`src/hw/rtl/spq_pkg.sv`:
```
// Shared types and constants for the sorted priority queue unit.
// Depends on nothing; every other file of the block refers to it by scoped names.
`default_nettype none

package spq_pkg;

  // Field widths of one stored record.
  localparam int unsigned NUMBER_W = 16;
  localparam int unsigned NAME_W   = 8;
  localparam int unsigned PRICE_W  = 16;
  localparam int unsigned SALES_W  = 16;
  localparam int unsigned STATUS_W = 2;
  localparam int unsigned OCC_W    = 5;

  // Action codes carried by an input item.
  localparam logic ACTION_INSERT = 1'b0;
  localparam logic ACTION_REMOVE = 1'b1;

  // Result status codes.
  typedef enum logic [STATUS_W-1:0] {
    STATUS_OK    = 2'd0,
    STATUS_EMPTY = 2'd1,
    STATUS_FULL  = 2'd2
  } status_t;

  // One queue record.
  typedef struct packed {
    logic [NUMBER_W-1:0] number;
    logic [NAME_W-1:0]   name;
    logic [PRICE_W-1:0]  price;
    logic [SALES_W-1:0]  sales;
  } record_t;

  // Controller states: whether the result register holds an item.
  typedef enum logic {
    ST_RES_FREE = 1'b0,
    ST_RES_HELD = 1'b1
  } ctrl_state_t;

  // Commands from controller to datapath.
  typedef struct packed {
    logic    insert_en;
    logic    remove_en;
    logic    load_en;
    status_t status;
  } dp_cmd_t;

  // Status from datapath to controller.
  typedef struct packed {
    logic empty;
    logic full;
  } dp_stat_t;

endpackage

`default_nettype wire

```
`src/hw/rtl/spq_if.sv`:
```
// Handshake interfaces for the input and result channels of the queue unit.
// Depends on spq_pkg for field widths.
`default_nettype none

interface spq_in_if;
  logic                          valid;
  logic                          ready;
  logic                          action;
  logic [spq_pkg::NUMBER_W-1:0]  item_number;
  logic [spq_pkg::NAME_W-1:0]    item_name;
  logic [spq_pkg::PRICE_W-1:0]   item_price;
  logic [spq_pkg::SALES_W-1:0]   sales_key;

  modport source (
    output valid, action, item_number, item_name, item_price, sales_key,
    input  ready
  );
  modport sink (
    input  valid, action, item_number, item_name, item_price, sales_key,
    output ready
  );
endinterface

interface spq_out_if;
  logic                          valid;
  logic                          ready;
  logic [spq_pkg::STATUS_W-1:0]  status;
  logic [spq_pkg::NUMBER_W-1:0]  out_number;
  logic [spq_pkg::NAME_W-1:0]    out_name;
  logic [spq_pkg::PRICE_W-1:0]   out_price;
  logic [spq_pkg::SALES_W-1:0]   out_sales;
  logic [spq_pkg::OCC_W-1:0]     occupancy;

  modport source (
    output valid, status, out_number, out_name, out_price, out_sales, occupancy,
    input  ready
  );
  modport sink (
    input  valid, status, out_number, out_name, out_price, out_sales, occupancy,
    output ready
  );
endinterface

`default_nettype wire

```
`src/hw/rtl/spq_ctrl.sv`:
```
// Controller of the queue unit: handshakes and per-item commands to the datapath.
// Depends on spq_pkg for the state, command and status types.
`default_nettype none

module spq_ctrl (
  input  wire logic              clk,
  input  wire logic              rst_n,
  input  wire logic              in_valid,
  output logic                   in_ready,
  input  wire logic              in_action,
  output logic                   out_valid,
  input  wire logic              out_ready,
  input  wire spq_pkg::dp_stat_t dp_stat,
  output spq_pkg::dp_cmd_t       dp_cmd
);

  spq_pkg::ctrl_state_t state_r, state_nxt;
  logic accept;

  // State register.
  always_ff @(posedge clk) begin
    if (!rst_n) begin
      state_r <= spq_pkg::ST_RES_FREE;
    end else begin
      state_r <= state_nxt;
    end
  end

  assign accept = in_valid && in_ready;

  // Next state: an accepted item fills the result register, and a new item refills it as the old one drains.
  always_comb begin
    state_nxt = state_r;
    unique case (state_r)
      spq_pkg::ST_RES_FREE: begin
        if (accept) state_nxt = spq_pkg::ST_RES_HELD;
      end
      spq_pkg::ST_RES_HELD: begin
        if (out_ready && !accept) state_nxt = spq_pkg::ST_RES_FREE;
      end
      default: state_nxt = spq_pkg::ST_RES_FREE;
    endcase
  end

  // Outputs: handshake signals and datapath commands.
  always_comb begin
    out_valid = 1'b0;
    in_ready  = 1'b0;
    unique case (state_r)
      spq_pkg::ST_RES_FREE: begin
        in_ready = 1'b1;
      end
      spq_pkg::ST_RES_HELD: begin
        out_valid = 1'b1;
        in_ready  = out_ready;
      end
      default: begin
        in_ready = 1'b0;
      end
    endcase

    dp_cmd.insert_en = 1'b0;
    dp_cmd.remove_en = 1'b0;
    dp_cmd.load_en   = accept;
    dp_cmd.status    = spq_pkg::STATUS_OK;
    if (accept) begin
      if (in_action == spq_pkg::ACTION_INSERT) begin
        if (dp_stat.full) dp_cmd.status = spq_pkg::STATUS_FULL;
        else              dp_cmd.insert_en = 1'b1;
      end else begin
        if (dp_stat.empty) dp_cmd.status = spq_pkg::STATUS_EMPTY;
        else               dp_cmd.remove_en = 1'b1;
      end
    end
  end

  // A queue change happens only for an accepted item, never both kinds at once.
  a_one_op: assert property (@(posedge clk) disable iff (!rst_n)
    !(dp_cmd.insert_en && dp_cmd.remove_en))
    else $error("insert and remove issued together");

  a_no_insert_full: assert property (@(posedge clk) disable iff (!rst_n)
    dp_cmd.insert_en |-> !dp_stat.full)
    else $error("insert issued into a full queue");

  a_load_sets_valid: assert property (@(posedge clk) disable iff (!rst_n)
    dp_cmd.load_en |=> out_valid)
    else $error("accepted item produced no result");

endmodule

`default_nettype wire

```
`src/hw/rtl/spq_datapath.sv`:
```
// Datapath of the queue unit: a row of sorted record cells, the count and the result register.
// Depends on spq_pkg for the record and command types.
`default_nettype none

module spq_datapath #(
  parameter int unsigned CAPACITY = 16
) (
  input  wire logic                            clk,
  input  wire logic                            rst_n,
  input  wire spq_pkg::dp_cmd_t                dp_cmd,
  output spq_pkg::dp_stat_t                    dp_stat,
  input  wire spq_pkg::record_t                in_rec,
  output logic [spq_pkg::STATUS_W-1:0]         res_status,
  output spq_pkg::record_t                     res_rec,
  output logic [spq_pkg::OCC_W-1:0]            res_occ
);

  localparam int unsigned CW = $clog2(CAPACITY + 1);

  spq_pkg::record_t ent_r   [CAPACITY];
  spq_pkg::record_t ent_nxt [CAPACITY];
  logic [CAPACITY-1:0] le;
  logic [CW-1:0] count_r, count_nxt;
  logic [31:0] count_ext;
  spq_pkg::status_t status_r;
  spq_pkg::record_t res_r;
  logic [spq_pkg::OCC_W-1:0] occ_r;

  assign dp_stat.empty = (count_r == '0);
  assign dp_stat.full  = (count_r == CW'(CAPACITY));

  // Each cell compares its key with the new one; the held cells with keys not
  // above the new key form a prefix, and the new record lands right after it.
  for (genvar i = 0; i < CAPACITY; i++) begin : g_cell
    assign le[i] = (CW'(i) < count_r) && (ent_r[i].sales <= in_rec.sales);

    always_comb begin
      ent_nxt[i] = ent_r[i];
      if (dp_cmd.insert_en) begin
        if (le[i]) begin
          ent_nxt[i] = ent_r[i];
        end else begin
          if (i == 0) begin
            ent_nxt[i] = in_rec;
          end else if (le[(i == 0) ? 0 : i - 1]) begin
            ent_nxt[i] = in_rec;
          end else begin
            ent_nxt[i] = ent_r[(i == 0) ? 0 : i - 1];
          end
        end
      end else if (dp_cmd.remove_en) begin
        // Every record moves one place toward the head.
        ent_nxt[i] = ent_r[(i == CAPACITY - 1) ? i : i + 1];
      end
    end

    always_ff @(posedge clk) begin
      if (dp_cmd.insert_en || dp_cmd.remove_en) begin
        ent_r[i] <= ent_nxt[i];
      end
    end
  end

  // Record count.
  always_comb begin
    count_nxt = count_r;
    if (dp_cmd.insert_en)      count_nxt = count_r + CW'(1);
    else if (dp_cmd.remove_en) count_nxt = count_r - CW'(1);
  end

  always_ff @(posedge clk) begin
    if (!rst_n) begin
      count_r <= '0;
    end else begin
      count_r <= count_nxt;
    end
  end

  assign count_ext = 32'(count_nxt);

  // Result register: the head record on a remove, zeros otherwise.
  always_ff @(posedge clk) begin
    if (dp_cmd.load_en) begin
      status_r <= dp_cmd.status;
      res_r    <= dp_cmd.remove_en ? ent_r[0] : '0;
      occ_r    <= count_ext[spq_pkg::OCC_W-1:0];
    end
  end

  assign res_status = status_r;
  assign res_rec    = res_r;
  assign res_occ    = occ_r;

  a_count_bound: assert property (@(posedge clk) disable iff (!rst_n)
    count_r <= CW'(CAPACITY))
    else $error("record count above capacity");

  a_insert_count: assert property (@(posedge clk) disable iff (!rst_n)
    dp_cmd.insert_en |=> count_r == $past(count_r) + CW'(1))
    else $error("insert did not raise the count");

  a_remove_count: assert property (@(posedge clk) disable iff (!rst_n)
    dp_cmd.remove_en |=> count_r == $past(count_r) - CW'(1))
    else $error("remove did not lower the count");

endmodule

`default_nettype wire

```
`src/hw/rtl/sorted_priority_queue_unit.sv`:
```
// Sorted priority queue unit: a bounded queue of records kept in ascending key order.
// A result is shown in the cycle after its item is accepted.
// Throughput: one item per cycle while the result side is ready; every cell compares and shifts in parallel.
// The result register lets a new item in while the last result is being taken.
// Reset (rst_n low, synchronous) empties the queue; no clearing pass is needed.
// Depends on spq_pkg, spq_if, spq_ctrl and spq_datapath.
`default_nettype none

module sorted_priority_queue_unit #(
  parameter int unsigned CAPACITY = 16
) (
  input  wire logic   clk,
  input  wire logic   rst_n,
  spq_in_if.sink      in_ch,
  spq_out_if.source   out_ch
);

  spq_pkg::dp_cmd_t  dp_cmd;
  spq_pkg::dp_stat_t dp_stat;
  spq_pkg::record_t  in_rec;
  spq_pkg::record_t  res_rec;

  // Input record assembled from the channel fields.
  assign in_rec.number = in_ch.item_number;
  assign in_rec.name   = in_ch.item_name;
  assign in_rec.price  = in_ch.item_price;
  assign in_rec.sales  = in_ch.sales_key;

  spq_ctrl u_ctrl (
    .clk       (clk),
    .rst_n     (rst_n),
    .in_valid  (in_ch.valid),
    .in_ready  (in_ch.ready),
    .in_action (in_ch.action),
    .out_valid (out_ch.valid),
    .out_ready (out_ch.ready),
    .dp_stat   (dp_stat),
    .dp_cmd    (dp_cmd)
  );

  spq_datapath #(
    .CAPACITY (CAPACITY)
  ) u_datapath (
    .clk        (clk),
    .rst_n      (rst_n),
    .dp_cmd     (dp_cmd),
    .dp_stat    (dp_stat),
    .in_rec     (in_rec),
    .res_status (out_ch.status),
    .res_rec    (res_rec),
    .res_occ    (out_ch.occupancy)
  );

  // Result record onto the channel fields.
  assign out_ch.out_number = res_rec.number;
  assign out_ch.out_name   = res_rec.name;
  assign out_ch.out_price  = res_rec.price;
  assign out_ch.out_sales  = res_rec.sales;

endmodule

`default_nettype wire

```
`src/flat_wrapper.sv`:
```
// flat-port wrapper written by rule: the top's interface ports become plain ports
module sorted_priority_queue_unit_flat 
#(
  parameter int unsigned CAPACITY = 16
)
  (clk, rst_n, in_ch_valid, in_ch_action, in_ch_item_number, in_ch_item_name, in_ch_item_price, in_ch_sales_key, in_ch_ready, out_ch_valid, out_ch_status, out_ch_out_number, out_ch_out_name, out_ch_out_price, out_ch_out_sales, out_ch_occupancy, out_ch_ready);
  spq_in_if in_ch_i ();
  spq_out_if out_ch_i ();
  input  wire logic clk;
  input  wire logic rst_n;
  input wire logic [$bits(in_ch_i.valid)-1:0] in_ch_valid;
  input wire logic [$bits(in_ch_i.action)-1:0] in_ch_action;
  input wire logic [$bits(in_ch_i.item_number)-1:0] in_ch_item_number;
  input wire logic [$bits(in_ch_i.item_name)-1:0] in_ch_item_name;
  input wire logic [$bits(in_ch_i.item_price)-1:0] in_ch_item_price;
  input wire logic [$bits(in_ch_i.sales_key)-1:0] in_ch_sales_key;
  output wire logic [$bits(in_ch_i.ready)-1:0] in_ch_ready;
  output wire logic [$bits(out_ch_i.valid)-1:0] out_ch_valid;
  output wire logic [$bits(out_ch_i.status)-1:0] out_ch_status;
  output wire logic [$bits(out_ch_i.out_number)-1:0] out_ch_out_number;
  output wire logic [$bits(out_ch_i.out_name)-1:0] out_ch_out_name;
  output wire logic [$bits(out_ch_i.out_price)-1:0] out_ch_out_price;
  output wire logic [$bits(out_ch_i.out_sales)-1:0] out_ch_out_sales;
  output wire logic [$bits(out_ch_i.occupancy)-1:0] out_ch_occupancy;
  input wire logic [$bits(out_ch_i.ready)-1:0] out_ch_ready;
  assign in_ch_i.valid = in_ch_valid;
  assign in_ch_i.action = in_ch_action;
  assign in_ch_i.item_number = in_ch_item_number;
  assign in_ch_i.item_name = in_ch_item_name;
  assign in_ch_i.item_price = in_ch_item_price;
  assign in_ch_i.sales_key = in_ch_sales_key;
  assign in_ch_ready = in_ch_i.ready;
  assign out_ch_valid = out_ch_i.valid;
  assign out_ch_status = out_ch_i.status;
  assign out_ch_out_number = out_ch_i.out_number;
  assign out_ch_out_name = out_ch_i.out_name;
  assign out_ch_out_price = out_ch_i.out_price;
  assign out_ch_out_sales = out_ch_i.out_sales;
  assign out_ch_occupancy = out_ch_i.occupancy;
  assign out_ch_i.ready = out_ch_ready;
  sorted_priority_queue_unit #(.CAPACITY(CAPACITY)) u_core (.clk(clk), .rst_n(rst_n), .in_ch(in_ch_i), .out_ch(out_ch_i));
endmodule
```
`config.mk`:
```
export PLATFORM = sky130hd
export DESIGN_NAME = sorted_priority_queue_unit_flat
export DESIGN_NICKNAME = d
export VERILOG_FILES = /design/src/hw/rtl/spq_pkg.sv /design/src/hw/rtl/spq_if.sv /design/src/hw/rtl/spq_ctrl.sv /design/src/hw/rtl/spq_datapath.sv /design/src/hw/rtl/sorted_priority_queue_unit.sv /design/src/flat_wrapper.sv
export SDC_FILE = /design/constraint.sdc
export NUM_CORES = 2
export LEC_CHECK = 0
export ABC_AREA = 1
export BUFFER_PORTS_ARGS = -buffer_cell sky130_fd_sc_hd__buf_2
export CAP_MARGIN = 5
export CORE_UTILIZATION = 35
export CTS_CLUSTER_DIAMETER = 100
export DETAILED_ROUTE_END_ITERATION = 8
export GPL_TIMING_DRIVEN = 0
export HOLD_SLACK_MARGIN = 0.08
export PLACE_DENSITY = 0.47
export SYNTH_ARGS = -nofsm -noshare
export SYNTH_HDL_FRONTEND = slang
export SYNTH_SLANG_ARGS = --single-unit
```
`constraint.sdc`:
```
create_clock -name clk -period 12.6 [get_ports clk]
set_input_delay 0.63 -clock clk [delete_from_list [all_inputs] [get_ports clk]]
set_output_delay 0.63 -clock clk [all_outputs]
set_load 0.01 [all_outputs]
```
==> results.yml <==
timing:
  hold_viol_final: 0
  period_needed_ns: 4.26
  min_period_over_period_pct: 33.8
  setup_violations: 0
  fmax_mhz: 235
  relSlewSlack_pct: 15.0
  worstMarginPinSlew_ns: 1.28
  slew_viol_final: 0
  fin_worst_skew_ns: 0.0154
  rsz0062_at_grt: "false"
  setup_tns_ns: 0
run:
  max-cap-violations: 0
cts:
  path_clk_slew_ns: 0.06
  clockBufferDepth: 3
  root_buffer: "clkbuf_16"
  holdBufCountCts: 1
  cts_inserted_buffers: 114
  clkLatencyLatePin_ns: 0.71
  cts-resized-gates: 0
  postCtsSetupRepairBufs: 0
  cts_sinks: 965
  cts_max_level: 3
  cts_tree: "built"
synthesis:
  yosys_warnings: 0
  synth_cell_type_count: 32
  synthCells: 7357
  avgSynthCellArea_um2: 7.66
  synth-seq-cells: 965
  syn_nets: 7677
  synth_seq_area_share_pct: 51.3
  synth_area_um2: 56300
place:
  dp_hpwl_um: 127000
  port-buffer-count: 125
  globalplace.congestion: 0.830
drt:
  drt-wirelength-per-cell_um: 16.0
  route.detailed.drc: 0
  vias: 42400
  ant_nets: 0
  wirelength_um: 157000
  dr.first_iter.drc_count: 3057
  dr.pass1.iters: 5
  avgViaCountPerCell: 4.30
finish:
  drive_gt1_share_pct: 7.01
  synthToLayoutAreaGrowth_pct: 12.7
  utilization_pct: 39.9
  diodes: 0
  fin_nets: 7936
power_and_ir_drop:
  p_clk_share_pct: 34.6
  seqPwrFrac_pct: 46.9
  max-vdd-ir-drop_mv: 0.105
  combinationalPowerShare_pct: 18.5
  p_int_uw: 6330
  p_leak_uw: 0.0356
  p_sw_uw: 2660
  p_per_area_nw_per_um2: 142
  swShare_pct: 29.6
critical_path:
  cpMostUsedCell: "nand2_1"
  cp-end-kind: "flop"
  worst_ep_required_time_ns: 13.01
  path_delay_family: "simple AND/OR/NAND/NOR gates"
  crit_fanout: 29
  max_stage_delay_ns: 0.65
  cp-start-kind: "primary input"
  cp_num_cells: 13
  crit_arrival_ns: 4.67
  r2r_start: "u_core.u_datapath.count_r[0]"
  reg2reg_depth: 10
  critPathSlowestCell: "inv_1"
  crit_end: "u_core.u_datapath.ent_r[1][376]"
  critPathKind: "in2reg"
  cp_cell_sequence: "buf_2, inv_1, ha_1, nand4_1, nor2_1, nand2_1, nand2_1, nand2_1, nand2_1, clkbuf_1, nand2_1, nand2_2, buf_12"
  cp_num_buf_inv: 4
  reg2reg_to: "u_core.u_datapath.ent_r[1][376]"
  critPathLaunch: "in_ch_sales_key[15]"
  rrSetupSlack_ns: 8.43
die:
  die_h_um: 403
  rows: 146
  start_util_pct: 35.4
  ioPinCount: 126
  core_um2: 159000
  dieArea_um2: 163000
  die_w_um: 403
global_route:
  grt_max_degree: 59
  grt_usage_pct: 19.2
  first_global_vias: 41500
  globalRouteOverflowTotal: 0
  grt_pass1_wl_um: 244000
  antenna_found_initial: 4
status:
  outcome: "completed"
worst_hold_path:
  hp-class: "in2reg"
  hp-start: "in_ch_valid"
[cells in the final DEF (no fill, tap or decap), drive strengths merged]
| cell type | netlist | routed |
|---|---|---|
| a211oi | 1 | 1 |
| a21o | 15 | 15 |
| a21oi | 103 | 103 |
| a31oi | 3 | 3 |
| and2 | 1 | 1 |
| buf | 200 | 342 |
| bufinv | 0 | 3 |
| clkbuf | 149 | 312 |
| clkinv | 0 | 38 |
| clkinvlp | 0 | 1 |
| dfxtp | 6 | 6 |
| dlygate4sd3 | 0 | 1 |
| edfxtp | 959 | 959 |
| ha | 259 | 259 |
| inv | 885 | 888 |
| nand2 | 4419 | 4419 |
| nand3 | 78 | 78 |
| nand4 | 18 | 18 |
| nor2 | 141 | 141 |
| nor3 | 17 | 17 |
| o211ai | 1 | 1 |
| o21ai | 98 | 98 |
| o31ai | 1 | 1 |
| or2 | 1 | 1 |
| xor2 | 2 | 2 |
[worst reg2reg max path, stage by stage (launching register included)]
cell	delay (ns)
dfxtp_1	0.36
inv_1	0.20
ha_1	0.22
inv_1	0.07
nor2_4	0.12
nand2_1	0.12
nand2_1	0.16
clkbuf_2	0.52
clkbuf_1	0.97
nand2_2	0.76
buf_12	0.40
[cell type report]
cell class,count,area [µm²]
Buffer,349,1780
Clock buffer,163,3090
Clock inverter,45,318
Fill cell,16700,95600
Inverter,885,3320
Multi-Input combinational cell,5158,22400
Sequential cell,965,28900
Tap cell,2146,2690
Timing Repair Buffer,143,991
[worst min-delay path by stage]
stage	slack, ns	end	depth (start not counted)
after detailed placement	0.50	u_core.u_datapath.ent_r[1][383]	2
after floorplan	0.49	u_core.u_datapath.ent_r[1][391]	2
after global routing	0.17	u_core.u_ctrl.state_r	3
after global placement	0.49	u_core.u_ctrl.state_r	2
after CTS	0.10	u_core.u_ctrl.state_r	3
final	0.17	u_core.u_ctrl.state_r	3
[cells in the mapped netlist]
cell / n / area (µm²)
a211oi_1: 1 / 7.51
a21o_1: 15 / 113
a21oi_1: 103 / 515
a31oi_1: 3 / 18.8
and2_1: 1 / 6.26
buf_1: 18 / 67.6
buf_2: 95 / 475
buf_4: 80 / 601
buf_6: 7 / 78.8
clkbuf_1: 149 / 559
dfxtp_1: 6 / 120
edfxtp_1: 959 / 28800
ha_1: 259 / 3240
inv_1: 879 / 3300
inv_2: 6 / 22.5
nand2_1: 4371 / 16400
nand2_2: 42 / 263
nand2_4: 6 / 67.6
nand3_1: 76 / 380
nand3_2: 1 / 10.0
nand3_4: 1 / 17.5
nand4_1: 18 / 113
nor2_1: 138 / 518
nor2_2: 2 / 12.5
nor2_4: 1 / 11.3
nor3_1: 17 / 85.1
o211ai_1: 1 / 7.51
o21ai_0: 87 / 435
o21ai_1: 11 / 55.1
o31ai_1: 1 / 7.51
or2_2: 1 / 6.26
xor2_1: 2 / 17.5
[power groups by stage]
stage	Sequential [µW]	Clock [µW]	Combinational [µW]
after floorplan	4230	0	1180
after global placement	4300	0	1610
after detailed placement	4280	0	1670
after CTS	4210	3200	1680
after global routing	4250	3310	1940
final	4220	3110	1660
[routing by layer]
| metal | GRT usage (%) | up-vias | part of all wire, % |
|---|---|---|---|
| met5 | 0 | - | 0 |
| met4 | 4.40 | 0 | 1.7 |
| met3 | 2.00 | 147 | 4.7 |
| met2 | 28.9 | 882 | 41 |
| met1 | 29.4 | 18200 | 52 |
| li1 | - | 23200 | - |
[through the flow]
| step | total power [µW] | hold slack, ns | worst slack, ns | cell area [µm²] | instances |
|---|---|---|---|---|---|
| finish | 8990 | 0.167 | 8.34 | 63500 | 9854 |
| floorplan | 5410 | 0.494 | 7.17 | 56300 | 7357 |
| CTS | 9100 | 0.101 | 8.21 | 63500 | 9854 |
| global placement | 5910 | 0.491 | 4.49 | 59600 | 9628 |
| global route | 9500 | 0.170 | 7.97 | 63500 | 9854 |
| detailed placement | 5950 | 0.500 | 7.43 | 60100 | 9645 |
[sequential cells by signal, summed over array words and instances, names as in the netlist]
signal	cells
u_core.u_datapath.res_status	2
u_core.u_datapath.res_rec	56
u_core.u_ctrl.state_r	1
u_core.u_datapath.ent_r	896
u_core.u_datapath.res_occ	5
u_core.u_datapath.count_r	5
[logic make-up after synthesis]
logic type	count (synthesis)	synth area share (%)
flops	965	51.3
buf+inv	1234	9.06
xor+xnor	2	0.0311
compound gates	222	2.06
simple gates	4675	31.8
fa+ha+maj	259	5.75
(Power assumes the default switching activity.)
